--- config.mk ---
export PLATFORM = sky130hd
export DESIGN_NAME = ps2_mouse_packet_decoder_flat
export DESIGN_NICKNAME = d
export VERILOG_FILES = /design/src/rtl/ps2md_pkg.sv /design/src/rtl/ps2md_if.sv /design/src/rtl/ps2_mouse_packet_decoder.sv /design/src/rtl/ps2md_front.sv /design/src/rtl/ps2md_queue.sv /design/src/rtl/ps2md_back.sv /design/src/flat_wrapper.sv
export SDC_FILE = /design/constraint.sdc
export NUM_CORES = 1
export LEC_CHECK = 0
export ABC_AREA = 1
export BUFFER_PORTS_ARGS = -buffer_cell sky130_fd_sc_hd__buf_2
export CORE_MARGIN = 3
export CORE_UTILIZATION = 66
export CTS_CLUSTER_DIAMETER = 80
export DETAILED_ROUTE_END_ITERATION = 6
export PLACE_DENSITY = 0.87
export SYNTH_ARGS = -nofsm -noshare
export SYNTH_HDL_FRONTEND = slang
export SYNTH_SLANG_ARGS = --single-unit
--- constraint.sdc ---
create_clock -name clk -period 10.75 [get_ports clk]
set_clock_uncertainty 0.1 [all_clocks]
set_input_delay 1.075 -clock clk [delete_from_list [all_inputs] [get_ports clk]]
set_output_delay 1.075 -clock clk [all_outputs]
set_load 0.005 [all_outputs]
--- src/rtl/ps2md_pkg.sv ---
`timescale 1ns / 1ps
// Types and constants of the PS/2 mouse packet decoder.
// Depends on nothing; used by every other file of the block but the defines header.
package ps2md_pkg;

    localparam int unsigned QUEUE_DEPTH = 2;

    localparam logic [2:0] EV_MOVE       = 3'd0;
    localparam logic [2:0] EV_SCROLL     = 3'd1;
    localparam logic [2:0] EV_LEFT_DOWN  = 3'd2;
    localparam logic [2:0] EV_LEFT_UP    = 3'd3;
    localparam logic [2:0] EV_RIGHT_DOWN = 3'd4;
    localparam logic [2:0] EV_RIGHT_UP   = 3'd5;

    localparam logic [1:0] REG_WHEEL_MODE    = 2'd0;
    localparam logic [1:0] REG_SCREEN_WIDTH  = 2'd1;
    localparam logic [1:0] REG_SCREEN_HEIGHT = 2'd2;

    localparam logic [15:0] SCREEN_WIDTH_RESET  = 16'd1024;
    localparam logic [15:0] SCREEN_HEIGHT_RESET = 16'd768;

    localparam int unsigned SYNC_BIT    = 3;
    localparam int unsigned X_SIGN_BIT  = 4;
    localparam int unsigned Y_SIGN_BIT  = 5;
    localparam int unsigned X_OVFL_BIT  = 6;
    localparam int unsigned Y_OVFL_BIT  = 7;

    typedef struct packed {
        logic [1:0]  buttons;
        logic [1:0]  prev_buttons;
        logic [7:0]  wheel;
        logic [15:0] pos_x;
        logic [15:0] pos_y;
    } cmd_t;

endpackage

--- src/rtl/ps2md_if.sv ---
`timescale 1ns / 1ps
// Channel interfaces: mouse bytes in, decoded events out.
// Depends on ps2md_pkg.
interface ps2md_byte_if import ps2md_pkg::*; ();
    logic       valid;
    logic       ready;
    logic [7:0] data_byte;

    modport source (output valid, output data_byte, input ready);
    modport sink (input valid, input data_byte, output ready);
endinterface

interface ps2md_event_if import ps2md_pkg::*; ();
    logic              valid;
    logic              ready;
    logic [2:0]        event_kind;
    logic [15:0]       pos_x;
    logic [15:0]       pos_y;
    logic signed [7:0] scroll_amount;
    logic              last;

    modport source (output valid, output event_kind, output pos_x, output pos_y,
                    output scroll_amount, output last, input ready);
    modport sink (input valid, input event_kind, input pos_x, input pos_y,
                  input scroll_amount, input last, output ready);
endinterface

--- src/rtl/ps2_mouse_packet_decoder.sv ---
`timescale 1ns / 1ps
// Top level of the PS/2 mouse packet decoder with wheel support.
// Depends on ps2md_pkg, ps2md_if, ps2md_front, ps2md_queue and ps2md_back.
//
//   Channel   Dir   Beat contents
//   mouse     in    data_byte
//   events    out   event_kind, pos_x, pos_y, scroll_amount, last
//   cfg_*     in    wheel_mode, screen_width, screen_height writes
//
// A byte is taken whenever the command queue has room.
// A packet without overflow yields one to four events, one per unstalled cycle.
// The queue holds QUEUE_DEPTH packets, so bytes keep flowing while events drain.
// Reset clears framing, cursor, button memory and the queue; no clearing pass.
module ps2_mouse_packet_decoder import ps2md_pkg::*; #(
    parameter int unsigned QUEUE_DEPTH_P = QUEUE_DEPTH
) (
    input  logic           clk,
    input  logic           rst_n,
    input  logic           cfg_write_en,
    input  logic [1:0]     cfg_index,
    input  logic [15:0]    cfg_data,
    ps2md_byte_if.sink     mouse,
    ps2md_event_if.source  events
);

    logic push, full, pop, not_empty;
    cmd_t push_data, pop_data;

    ps2md_front u_front (
        .clk          (clk),
        .rst_n        (rst_n),
        .cfg_write_en (cfg_write_en),
        .cfg_index    (cfg_index),
        .cfg_data     (cfg_data),
        .byte_valid   (mouse.valid),
        .byte_data    (mouse.data_byte),
        .byte_ready   (mouse.ready),
        .push         (push),
        .push_data    (push_data),
        .queue_full   (full)
    );

    ps2md_queue #(
        .DEPTH (QUEUE_DEPTH_P)
    ) u_queue (
        .clk       (clk),
        .rst_n     (rst_n),
        .push      (push),
        .push_data (push_data),
        .full      (full),
        .pop       (pop),
        .pop_data  (pop_data),
        .not_empty (not_empty)
    );

    ps2md_back u_back (
        .clk        (clk),
        .rst_n      (rst_n),
        .pop        (pop),
        .pop_data   (pop_data),
        .not_empty  (not_empty),
        .out_valid  (events.valid),
        .out_ready  (events.ready),
        .out_kind   (events.event_kind),
        .out_pos_x  (events.pos_x),
        .out_pos_y  (events.pos_y),
        .out_scroll (events.scroll_amount),
        .out_last   (events.last)
    );

endmodule

--- src/rtl/ps2md_front.sv ---
`timescale 1ns / 1ps
// Front end: configuration registers, packet framing and cursor update.
// Depends on ps2md_pkg; feeds packet commands to ps2md_queue.
module ps2md_front import ps2md_pkg::*; (
    input  logic        clk,
    input  logic        rst_n,
    input  logic        cfg_write_en,
    input  logic [1:0]  cfg_index,
    input  logic [15:0] cfg_data,
    input  logic        byte_valid,
    input  logic [7:0]  byte_data,
    output logic        byte_ready,
    output logic        push,
    output cmd_t        push_data,
    input  logic        queue_full
);

    logic        wheel_mode_reg;
    logic [15:0] screen_width_reg;
    logic [15:0] screen_height_reg;
    logic [1:0]  byte_index_reg, byte_index_next;
    logic [7:0]  pkt0_reg, pkt1_reg, pkt2_reg;
    logic [1:0]  prev_buttons_reg;
    logic [15:0] cursor_x_reg, cursor_y_reg;

    logic        accept;
    logic        is_final;
    logic [7:0]  y_byte;
    logic [7:0]  wheel_byte;
    logic        overflow;
    logic [17:0] dx_ext, dy_ext, sum_x, sum_y;
    logic [15:0] new_x, new_y;

    assign byte_ready = !queue_full;
    assign accept     = byte_valid && byte_ready;
    assign is_final   = (byte_index_reg != 2'd0)
                        && (byte_index_reg >= {1'b1, wheel_mode_reg});
    assign y_byte     = wheel_mode_reg ? pkt2_reg : byte_data;
    assign wheel_byte = wheel_mode_reg ? byte_data : 8'd0;
    assign overflow   = pkt0_reg[X_OVFL_BIT] || pkt0_reg[Y_OVFL_BIT];

    assign dx_ext = {{10{pkt0_reg[X_SIGN_BIT]}}, pkt1_reg};
    assign dy_ext = {{10{pkt0_reg[Y_SIGN_BIT]}}, y_byte};
    assign sum_x  = {2'b00, cursor_x_reg} + dx_ext;
    assign sum_y  = {2'b00, cursor_y_reg} - dy_ext;

    always_comb
    begin
        if (sum_x[17])
            new_x = 16'd0;
        else if (sum_x[16:0] > {1'b0, screen_width_reg})
            new_x = screen_width_reg;
        else
            new_x = sum_x[15:0];
        if (sum_y[17])
            new_y = 16'd0;
        else if (sum_y[16:0] > {1'b0, screen_height_reg})
            new_y = screen_height_reg;
        else
            new_y = sum_y[15:0];
    end

    always_comb
    begin
        byte_index_next = byte_index_reg;
        if (byte_index_reg == 2'd0)
        begin
            if (byte_data[SYNC_BIT])
                byte_index_next = 2'd1;
        end
        else if (is_final)
            byte_index_next = 2'd0;
        else
            byte_index_next = byte_index_reg + 2'd1;
    end

    assign push                   = accept && is_final && !overflow;
    assign push_data.buttons      = pkt0_reg[1:0];
    assign push_data.prev_buttons = prev_buttons_reg;
    assign push_data.wheel        = wheel_byte;
    assign push_data.pos_x        = new_x;
    assign push_data.pos_y        = new_y;

    always_ff @(posedge clk or negedge rst_n)
    begin
        if (!rst_n)
        begin
            wheel_mode_reg    <= 1'b0;
            screen_width_reg  <= SCREEN_WIDTH_RESET;
            screen_height_reg <= SCREEN_HEIGHT_RESET;
            byte_index_reg    <= 2'd0;
            prev_buttons_reg  <= 2'd0;
            cursor_x_reg      <= 16'd0;
            cursor_y_reg      <= 16'd0;
        end
        else
        begin
            if (cfg_write_en)
            begin
                case (cfg_index)
                    REG_WHEEL_MODE:    wheel_mode_reg    <= cfg_data[0];
                    REG_SCREEN_WIDTH:  screen_width_reg  <= cfg_data;
                    REG_SCREEN_HEIGHT: screen_height_reg <= cfg_data;
                    default: ;
                endcase
            end
            if (accept)
                byte_index_reg <= byte_index_next;
            if (push)
            begin
                prev_buttons_reg <= pkt0_reg[1:0];
                cursor_x_reg     <= new_x;
                cursor_y_reg     <= new_y;
            end
        end
    end

    always_ff @(posedge clk)
    begin
        if (accept && !is_final)
        begin
            if (byte_index_reg == 2'd0)
                pkt0_reg <= byte_data;
            else if (byte_index_reg == 2'd1)
                pkt1_reg <= byte_data;
            else
                pkt2_reg <= byte_data;
        end
    end

endmodule

--- src/rtl/ps2md_queue.sv ---
`timescale 1ns / 1ps
// Short queue of packet commands between the front and back ends.
// Depends on ps2md_pkg for the command type.
module ps2md_queue import ps2md_pkg::*; #(
    parameter int unsigned DEPTH = QUEUE_DEPTH
) (
    input  logic clk,
    input  logic rst_n,
    input  logic push,
    input  cmd_t push_data,
    output logic full,
    input  logic pop,
    output cmd_t pop_data,
    output logic not_empty
);

    localparam int unsigned PW = (DEPTH > 1) ? $clog2(DEPTH) : 1;
    localparam int unsigned CW = $clog2(DEPTH + 1);

    cmd_t          mem [DEPTH];
    logic [PW-1:0] wr_ptr_reg, rd_ptr_reg;
    logic [CW-1:0] count_reg;
    logic          do_push, do_pop;

    assign full      = (count_reg == CW'(DEPTH));
    assign not_empty = (count_reg != '0);
    assign do_push   = push && !full;
    assign do_pop    = pop && not_empty;
    assign pop_data  = mem[rd_ptr_reg];

    function automatic logic [PW-1:0] ptr_inc(input logic [PW-1:0] p);
        ptr_inc = (p == PW'(DEPTH - 1)) ? '0 : p + 1'b1;
    endfunction

    always_ff @(posedge clk or negedge rst_n)
    begin
        if (!rst_n)
        begin
            wr_ptr_reg <= '0;
            rd_ptr_reg <= '0;
            count_reg  <= '0;
        end
        else
        begin
            if (do_push)
                wr_ptr_reg <= ptr_inc(wr_ptr_reg);
            if (do_pop)
                rd_ptr_reg <= ptr_inc(rd_ptr_reg);
            if (do_push && !do_pop)
                count_reg <= count_reg + 1'b1;
            else if (do_pop && !do_push)
                count_reg <= count_reg - 1'b1;
        end
    end

    always_ff @(posedge clk)
    begin
        if (do_push)
            mem[wr_ptr_reg] <= push_data;
    end

endmodule

--- src/rtl/ps2md_back.sv ---
`timescale 1ns / 1ps
// Back end: expands each packet command into its events, one per cycle unless out_ready stalls.
// Depends on ps2md_pkg; takes commands from ps2md_queue.
module ps2md_back import ps2md_pkg::*; (
    input  logic              clk,
    input  logic              rst_n,
    output logic              pop,
    input  cmd_t              pop_data,
    input  logic              not_empty,
    output logic              out_valid,
    input  logic              out_ready,
    output logic [2:0]        out_kind,
    output logic [15:0]       out_pos_x,
    output logic [15:0]       out_pos_y,
    output logic signed [7:0] out_scroll,
    output logic              out_last
);

    // Pending events: bit 0 scroll, bit 1 move, bit 2 left, bit 3 right.
    logic [3:0]        mask_reg, mask_next;
    cmd_t              cmd_reg;
    logic              out_valid_reg;
    logic [2:0]        kind_reg;
    logic [15:0]       pos_x_reg, pos_y_reg;
    logic signed [7:0] scroll_reg;
    logic              last_reg;

    logic              advance;
    logic [3:0]        pick, mask_after, load_mask;
    logic [2:0]        kind;
    logic [7:0]        scroll;

    assign advance    = (mask_reg != 4'd0) && (!out_valid_reg || out_ready);
    assign pick       = mask_reg & (~mask_reg + 4'd1);
    assign mask_after = mask_reg & ~pick;
    assign pop        = not_empty && ((mask_reg == 4'd0) || (advance && mask_after == 4'd0));

    assign load_mask = {pop_data.buttons[1] | pop_data.prev_buttons[1],
                        pop_data.buttons[0] | pop_data.prev_buttons[0],
                        1'b1,
                        pop_data.wheel != 8'd0};

    always_comb
    begin
        scroll = 8'd0;
        if (mask_reg[0])
        begin
            kind   = EV_SCROLL;
            scroll = cmd_reg.wheel;
        end
        else if (mask_reg[1])
            kind = EV_MOVE;
        else if (mask_reg[2])
            kind = cmd_reg.buttons[0] ? EV_LEFT_DOWN : EV_LEFT_UP;
        else
            kind = cmd_reg.buttons[1] ? EV_RIGHT_DOWN : EV_RIGHT_UP;
    end

    always_comb
    begin
        mask_next = mask_reg;
        if (advance)
            mask_next = mask_after;
        if (pop)
            mask_next = load_mask;
    end

    always_ff @(posedge clk or negedge rst_n)
    begin
        if (!rst_n)
        begin
            mask_reg      <= 4'd0;
            out_valid_reg <= 1'b0;
        end
        else
        begin
            mask_reg <= mask_next;
            if (advance)
                out_valid_reg <= 1'b1;
            else if (out_ready)
                out_valid_reg <= 1'b0;
        end
    end

    always_ff @(posedge clk)
    begin
        if (pop)
            cmd_reg <= pop_data;
        if (advance)
        begin
            kind_reg   <= kind;
            pos_x_reg  <= cmd_reg.pos_x;
            pos_y_reg  <= cmd_reg.pos_y;
            scroll_reg <= scroll;
            last_reg   <= (mask_after == 4'd0);
        end
    end

    assign out_valid  = out_valid_reg;
    assign out_kind   = kind_reg;
    assign out_pos_x  = pos_x_reg;
    assign out_pos_y  = pos_y_reg;
    assign out_scroll = scroll_reg;
    assign out_last   = last_reg;

endmodule

--- src/flat_wrapper.sv ---
// flat-port wrapper written by rule: the top's interface ports become plain ports
module ps2_mouse_packet_decoder_flat import ps2md_pkg::*;
#(
    parameter int unsigned QUEUE_DEPTH_P = QUEUE_DEPTH
)
  (clk, rst_n, cfg_write_en, cfg_index, cfg_data, mouse_valid, mouse_data_byte, mouse_ready, events_valid, events_event_kind, events_pos_x, events_pos_y, events_scroll_amount, events_last, events_ready);
  ps2md_byte_if mouse_i ();
  ps2md_event_if events_i ();
  input  logic clk;
  input  logic rst_n;
  input  logic cfg_write_en;
  input  logic [1:0] cfg_index;
  input  logic [15:0] cfg_data;
  input wire logic [$bits(mouse_i.valid)-1:0] mouse_valid;
  input wire logic [$bits(mouse_i.data_byte)-1:0] mouse_data_byte;
  output wire logic [$bits(mouse_i.ready)-1:0] mouse_ready;
  output wire logic [$bits(events_i.valid)-1:0] events_valid;
  output wire logic [$bits(events_i.event_kind)-1:0] events_event_kind;
  output wire logic [$bits(events_i.pos_x)-1:0] events_pos_x;
  output wire logic [$bits(events_i.pos_y)-1:0] events_pos_y;
  output wire logic [$bits(events_i.scroll_amount)-1:0] events_scroll_amount;
  output wire logic [$bits(events_i.last)-1:0] events_last;
  input wire logic [$bits(events_i.ready)-1:0] events_ready;
  assign mouse_i.valid = mouse_valid;
  assign mouse_i.data_byte = mouse_data_byte;
  assign mouse_ready = mouse_i.ready;
  assign events_valid = events_i.valid;
  assign events_event_kind = events_i.event_kind;
  assign events_pos_x = events_i.pos_x;
  assign events_pos_y = events_i.pos_y;
  assign events_scroll_amount = events_i.scroll_amount;
  assign events_last = events_i.last;
  assign events_i.ready = events_ready;
  ps2_mouse_packet_decoder #(.QUEUE_DEPTH_P(QUEUE_DEPTH_P)) u_core (.clk(clk), .rst_n(rst_n), .cfg_write_en(cfg_write_en), .cfg_index(cfg_index), .cfg_data(cfg_data), .mouse(mouse_i), .events(events_i));
endmodule
# After elaboration in Yosys (flattened, before gate mapping)
# Memories as Yosys holds them, arrays and structs flattened.
# Cells that the tools add are included.
op_classes:
  add_sub_neg: 8
  mux: 23
  n_bitwise: 8
  order_cmp: 3
  eq_ne: 5
  reduce_logical: 40
ops:
  columns: ["op", "count"]
  rows:
  - ["$mux 16", 4]
  - ["$gt 17x16->1", 2]
  - ["$add 17x9->18", 1]
  - ["$sub 17x9->18", 1]
  - ["$mux 8", 2]
  - ["$logic_and 1x1->1", 12]
  - ["$mux 2", 5]
  - ["$reduce_and 2->1", 5]
  - ["$reduce_bool 2->1", 5]
  - ["$mux 1", 9]
  - ["$and 4x4->4", 2]
  - ["$logic_not 4->1", 2]
  - ["$mux 4", 2]
  - ["$not 4->4", 2]
  - ["$reduce_bool 8->1", 1]
  - ["$logic_not 1->1", 6]
  - ["$reduce_and 3->1", 2]
  - ["$add 2x1->2 const B", 2]
  - ["$add 4x1->4 const B", 1]
  - ["$eq 2x1->1 const B", 2]
  - ["$eq 2x2->1 const B", 2]
  - ["$logic_not 2->1", 2]
  - ["$reduce_bool 4->1", 1]
  - ["$logic_or 1x1->1", 3]
  - ["other kinds (8)", 11]
totals:
  wordCells: 113
  mem_bits_rw: 88
  regBits: 188
  output_inout_bits: 46
  mem_count: 1
  input_bits: 31
memory_table:
  columns: ["name", "depth", "width", "read_ports", "rd_ports_with_merged_regs", "wr", "line_no", "text"]
  rows:
  - ["u_core.u_queue.mem", 2, 44, 1, 0, 1, "ps2md_queue.sv:20", "cmd_t mem [DEPTH];"]

# Logic depth before layout (Yosys ltp)
logic_depth:
  word_depth: 13
  depth_mapped: 29
  mapped_depth_nobuf: 28

# Modules after synthesis
# A second synthesis with hierarchy kept.
unflattened:
  hier_cells: 1342
  hier_area_um2: 13447.9
by_module_without_submodules:
  columns: ["mod", "n_inst", "cells_per_inst", "seq_area_each_um2", "area_per_inst_um2"]
  rows:
  - ["ps2md_front", 1, 927, 2391.0, 6966.7]
  - ["ps2md_queue", 1, 261, 2742.6, 3473.3]
  - ["ps2md_back", 1, 154, 2707.6, 3007.9]

# Worst setup path after synthesis
# No wires, ideal clock.
synth_path:
  kind: "in2reg"
  from: "in mouse_data_byte[1]"
  to: "mem u_core.u_queue.mem[0][7] (netlist bit), data pin"
  n_path_buf: 1
  setup_ps: 258
  cell_stages: 23
  path_slack_ps: 6357
  arrival_time_ps: 4035
  required_ps: 10392
  path_cell_list: "o21ai_0 > inv_1 > fa_1 > inv_1 > nand2_2 > a21oi_4 > nand2_2 > nand2_2 > nand2_1 > nand2_1 > a21oi_1 > xor2_1 > inv_1 > ha_1 > nand2_1 > nor2_1 > nand3_1 > nor3b_1 > nand3_4 > nand2_4 > buf_12 > nand2_2 > and3_1"
synth_rtl:
  columns: ["element", "line_no", "text"]
  rows:
  - ["start: declaration", "flat_wrapper.sv:15", "input wire logic [$bits(mouse_i.data_byte)-1:0] mouse_data_byte;"]
  - ["end: declaration", "ps2md_queue.sv:20", null]

==> reports/metrics.csv <==
stage,metric,value,unit
status,status,finished clean,
flow_run,maxCapViolations,0,
worst_setup_path,critPathMostFrequentCell,inv_1,
global_routing,grt_remaining_overflow,0,
worst_setup_path,reg2reg_slack,5.56,ns
worst_setup_path,cp.arrival,5.37,ns
yosys,async_flop_share,0.2847,
yosys,syn_area,13340,um^2
yosys,syn_avg_cell_area,10.09,um^2
worst_setup_path,critPathBufInv,3,
yosys,synthTopCellsByArea,"edfxtp_1 (44%), dfrtp_1 (14%), nand2_1 (11%)",
finish,area_growth,10.99,%
worst_hold_path,hp-class,input port to async pin,
placement,hpwlAfterDp,21950,um
worst_setup_path,path_class,register to register,
finish,nFillCells,1305,
sta,tns,0,ns
floorplan,initial_core_util,0.6786,
clock_network,cts.htree.levels,1,
route,route.met2.wl,14700,um
floorplan,core.rowCount,51,
sta,period_share,0.4826,
global_routing,grt_max_degree,69,
yosys,yosysTopAreaCellShare,0.4413,
sta,max_freq,0.1928,GHz
sta,holdWs,0.3029,ns
clock_network,clk_pin_slew,0.07,ns
worst_setup_path,max_stage_delay,0.85,ns
worst_setup_path,crit_required,10.93,ns
route,drt_wl_total,31370,um
floorplan,core_area,19650,um^2
global_routing,first_global_vias,9472,
finish,nNetsFinal,1504,
global_routing,antenna_found_initial,1,
yosys,synth.most_common_cell,nand2_1,
clock_network,cts_buffer_depth,3,
route,wl_met1,13080,um
yosys,synth-compound-area-share,0.05057,
worst_setup_path,crit_family,simple AND/OR/NAND/NOR gates,
global_routing,grt_pass1_wl,50140,um
worst_setup_path,cp-start-kind,register,
yosys,synth-edff-count,196,
worst_setup_path,cp_max_fo,19,
sta,finalSetupViolCount,0,
power_and_ir_drop,leakagePower,7.078,nW
power_and_ir_drop,ir_worst_vdd,0.0001785,V
route,wl_met3,2799,um
floorplan,ios,77,
floorplan,dieArea,21950,um^2
route,drc_errors,0,
worst_setup_path,path_cells,inv_1 > or2_2 > o21ai_0 > ha_1 > a21oi_1 > o21ai_1 > nor2_1 > o21ai_0 > a21oi_1 > xor2_1 > inv_1 > ha_1 > inv_1 > nor3_1 > nand3_1 > nor3b_1 > nand3_4 > nand2_4 > nand2_1 > and3_1,
finish,utilization,0.7531,
clock_network,numCtsBuffers,26,
power_and_ir_drop,power_density,280.0,nW/um^2
yosys,synth_xor_area_frac,0.01886,
sta,slew_headroom,0.1284,
yosys,synth_ff_type,edfxtp_1,
clock_network,ctsResizeCount,0,
power_and_ir_drop,p_total,4.144,mW
finish,diodes,0,
clock_network,cts_tree,done,
yosys,synth_cell_types,50,
sta,hold_viol,0,
global_routing,grt_usage,0.2893,
worst_setup_path,worst_setup_path_end_kind,register,
floorplan,die_w,148.2,um
finish,drive_above_1_share,0.1296,
clock_network,cts-root-buf,clkbuf_16,
route,drt_iter0_drc,1092,
route,highest_layer,met5,
yosys,yosysSeqAreaShare,0.5880,
worst_setup_path,cp_slowest_cell,dfrtp_1,
clock_network,insertion_delay,0.53,ns
clock_network,cts_hold_buf,0,
yosys,synth_adder_area_share,0.06961,
floorplan,floorplan.die.height,148.2,um
yosys,synth_nets,1426,
sta,setup_ws,5.562,ns
sta,rsz0062_at_grt,false,
yosys,synth_top_family_by_area,simple AND/OR/NAND/NOR gates,
yosys,postSynthCellCount,1322,
sta,fin_crit,5.188,ns
yosys,synth_top_area_cell,edfxtp_1,
finish,largest_reg_flops,88,
route,avgRoutedWirePerCell,18.62,um
route,route.vias.total,9802,
placement,place_ws,5.517,ns
sta,worstMarginPinSlew,1.297,ns
yosys,yosys_warnings,0,
clock_network,cts_sinks,274,
yosys,synthTopCellsByCount,"nand2_1 (393), edfxtp_1 (196), inv_1 (166), dfrtp_1 (75), ha_1 (71)",
yosys,synth_seq_cells,274,
route,ant_nets,0,
yosys,muxShareOfSynthArea,0.004503,
placement,io_buffer_count,76,
placement,gp_congestion,1.018,
sta,slew_violations,0,
clock_network,postCtsSetupBuffers,0,
yosys,yosys.area_share.simple,0.2074,
route,vias_per_cell,5.817,
route,firstDrtPassIters,5,
[metrics by stage]
step	instance area, um^2	cells
floorplan	13340	1322
global placement	13960	1637
detailed placement	13960	1637
CTS	14800	1685
global route	14800	1685
finish	14800	1685
[path summary, 6_finish.rpt]
path,depth (start not counted),endpoint,from
hold / removal,1,u_core.u_back.mask_reg[0],rst_n
min in group clk,0,u_core.u_back.out_pos_x[2],u_core.u_back.cmd_reg[18]
max in group asynchronous,2,u_core.u_front.cursor_y_reg[14],rst_n
hold reg to reg,0,u_core.u_back.out_pos_x[2],u_core.u_back.cmd_reg[18]
setup reg to reg,20,u_core.u_queue.mem[0][1],u_core.u_front.wheel_mode_reg
setup / recovery,20,u_core.u_queue.mem[0][1],u_core.u_front.wheel_mode_reg
[metal layers]
metal / up-vias / track usage
met2: 502 / 0.4627
met4: 2 / 0.08268
li1: 4575 / -
met1: 4648 / 0.4169
met5: - / 0
met3: 75 / 0.04966
[where the power goes]
part	internal (mW)	leakage [nW]	switching, mW
logic	0.499	3.83	1.08
clock network	0.501	0.402	0.392
registers	1.55	2.85	0.127
[placed cells by master, fill, tap and decap left out, types with 33 or more instances in the layout]
master / netlist / final
nand2_1: 393 / 393
edfxtp_1: 196 / 196
inv_1: 166 / 166
buf_2: 11 / 75
dfrtp_1: 75 / 75
ha_1: 71 / 71
o21ai_0: 57 / 57
nand3_1: 53 / 53
nor2_1: 40 / 38
nand4_1: 38 / 38
a21oi_1: 37 / 37
and3_1: 33 / 33
[cell families (layout without fill, tap and decap cells)]
group	count (synthesis)	count (layout)
AOI/OAI and AO/OA	120	120
xor gates and xnor gates	27	27
buffers and inverters	206	304
and+or+nand+nor	616	616
DFF	274	274
adders and majority gates	73	73
muxes	6	6
[cell type report]
cell class | count | area, um^2 | area share
flip-flops and latches | 274 | 7841 | 0.5298
multi-input cells | 842 | 4696 | 0.3172
clock buffers | 34 | 721.9 | 0.04877
inverters | 170 | 638.1 | 0.04311
repair buffers | 86 | 457.9 | 0.03094
well taps | 265 | 331.6 | 0.02240
clock inverters | 14 | 115.1 | 0.007777
Note: power is estimated with default switching activity, not from simulation.
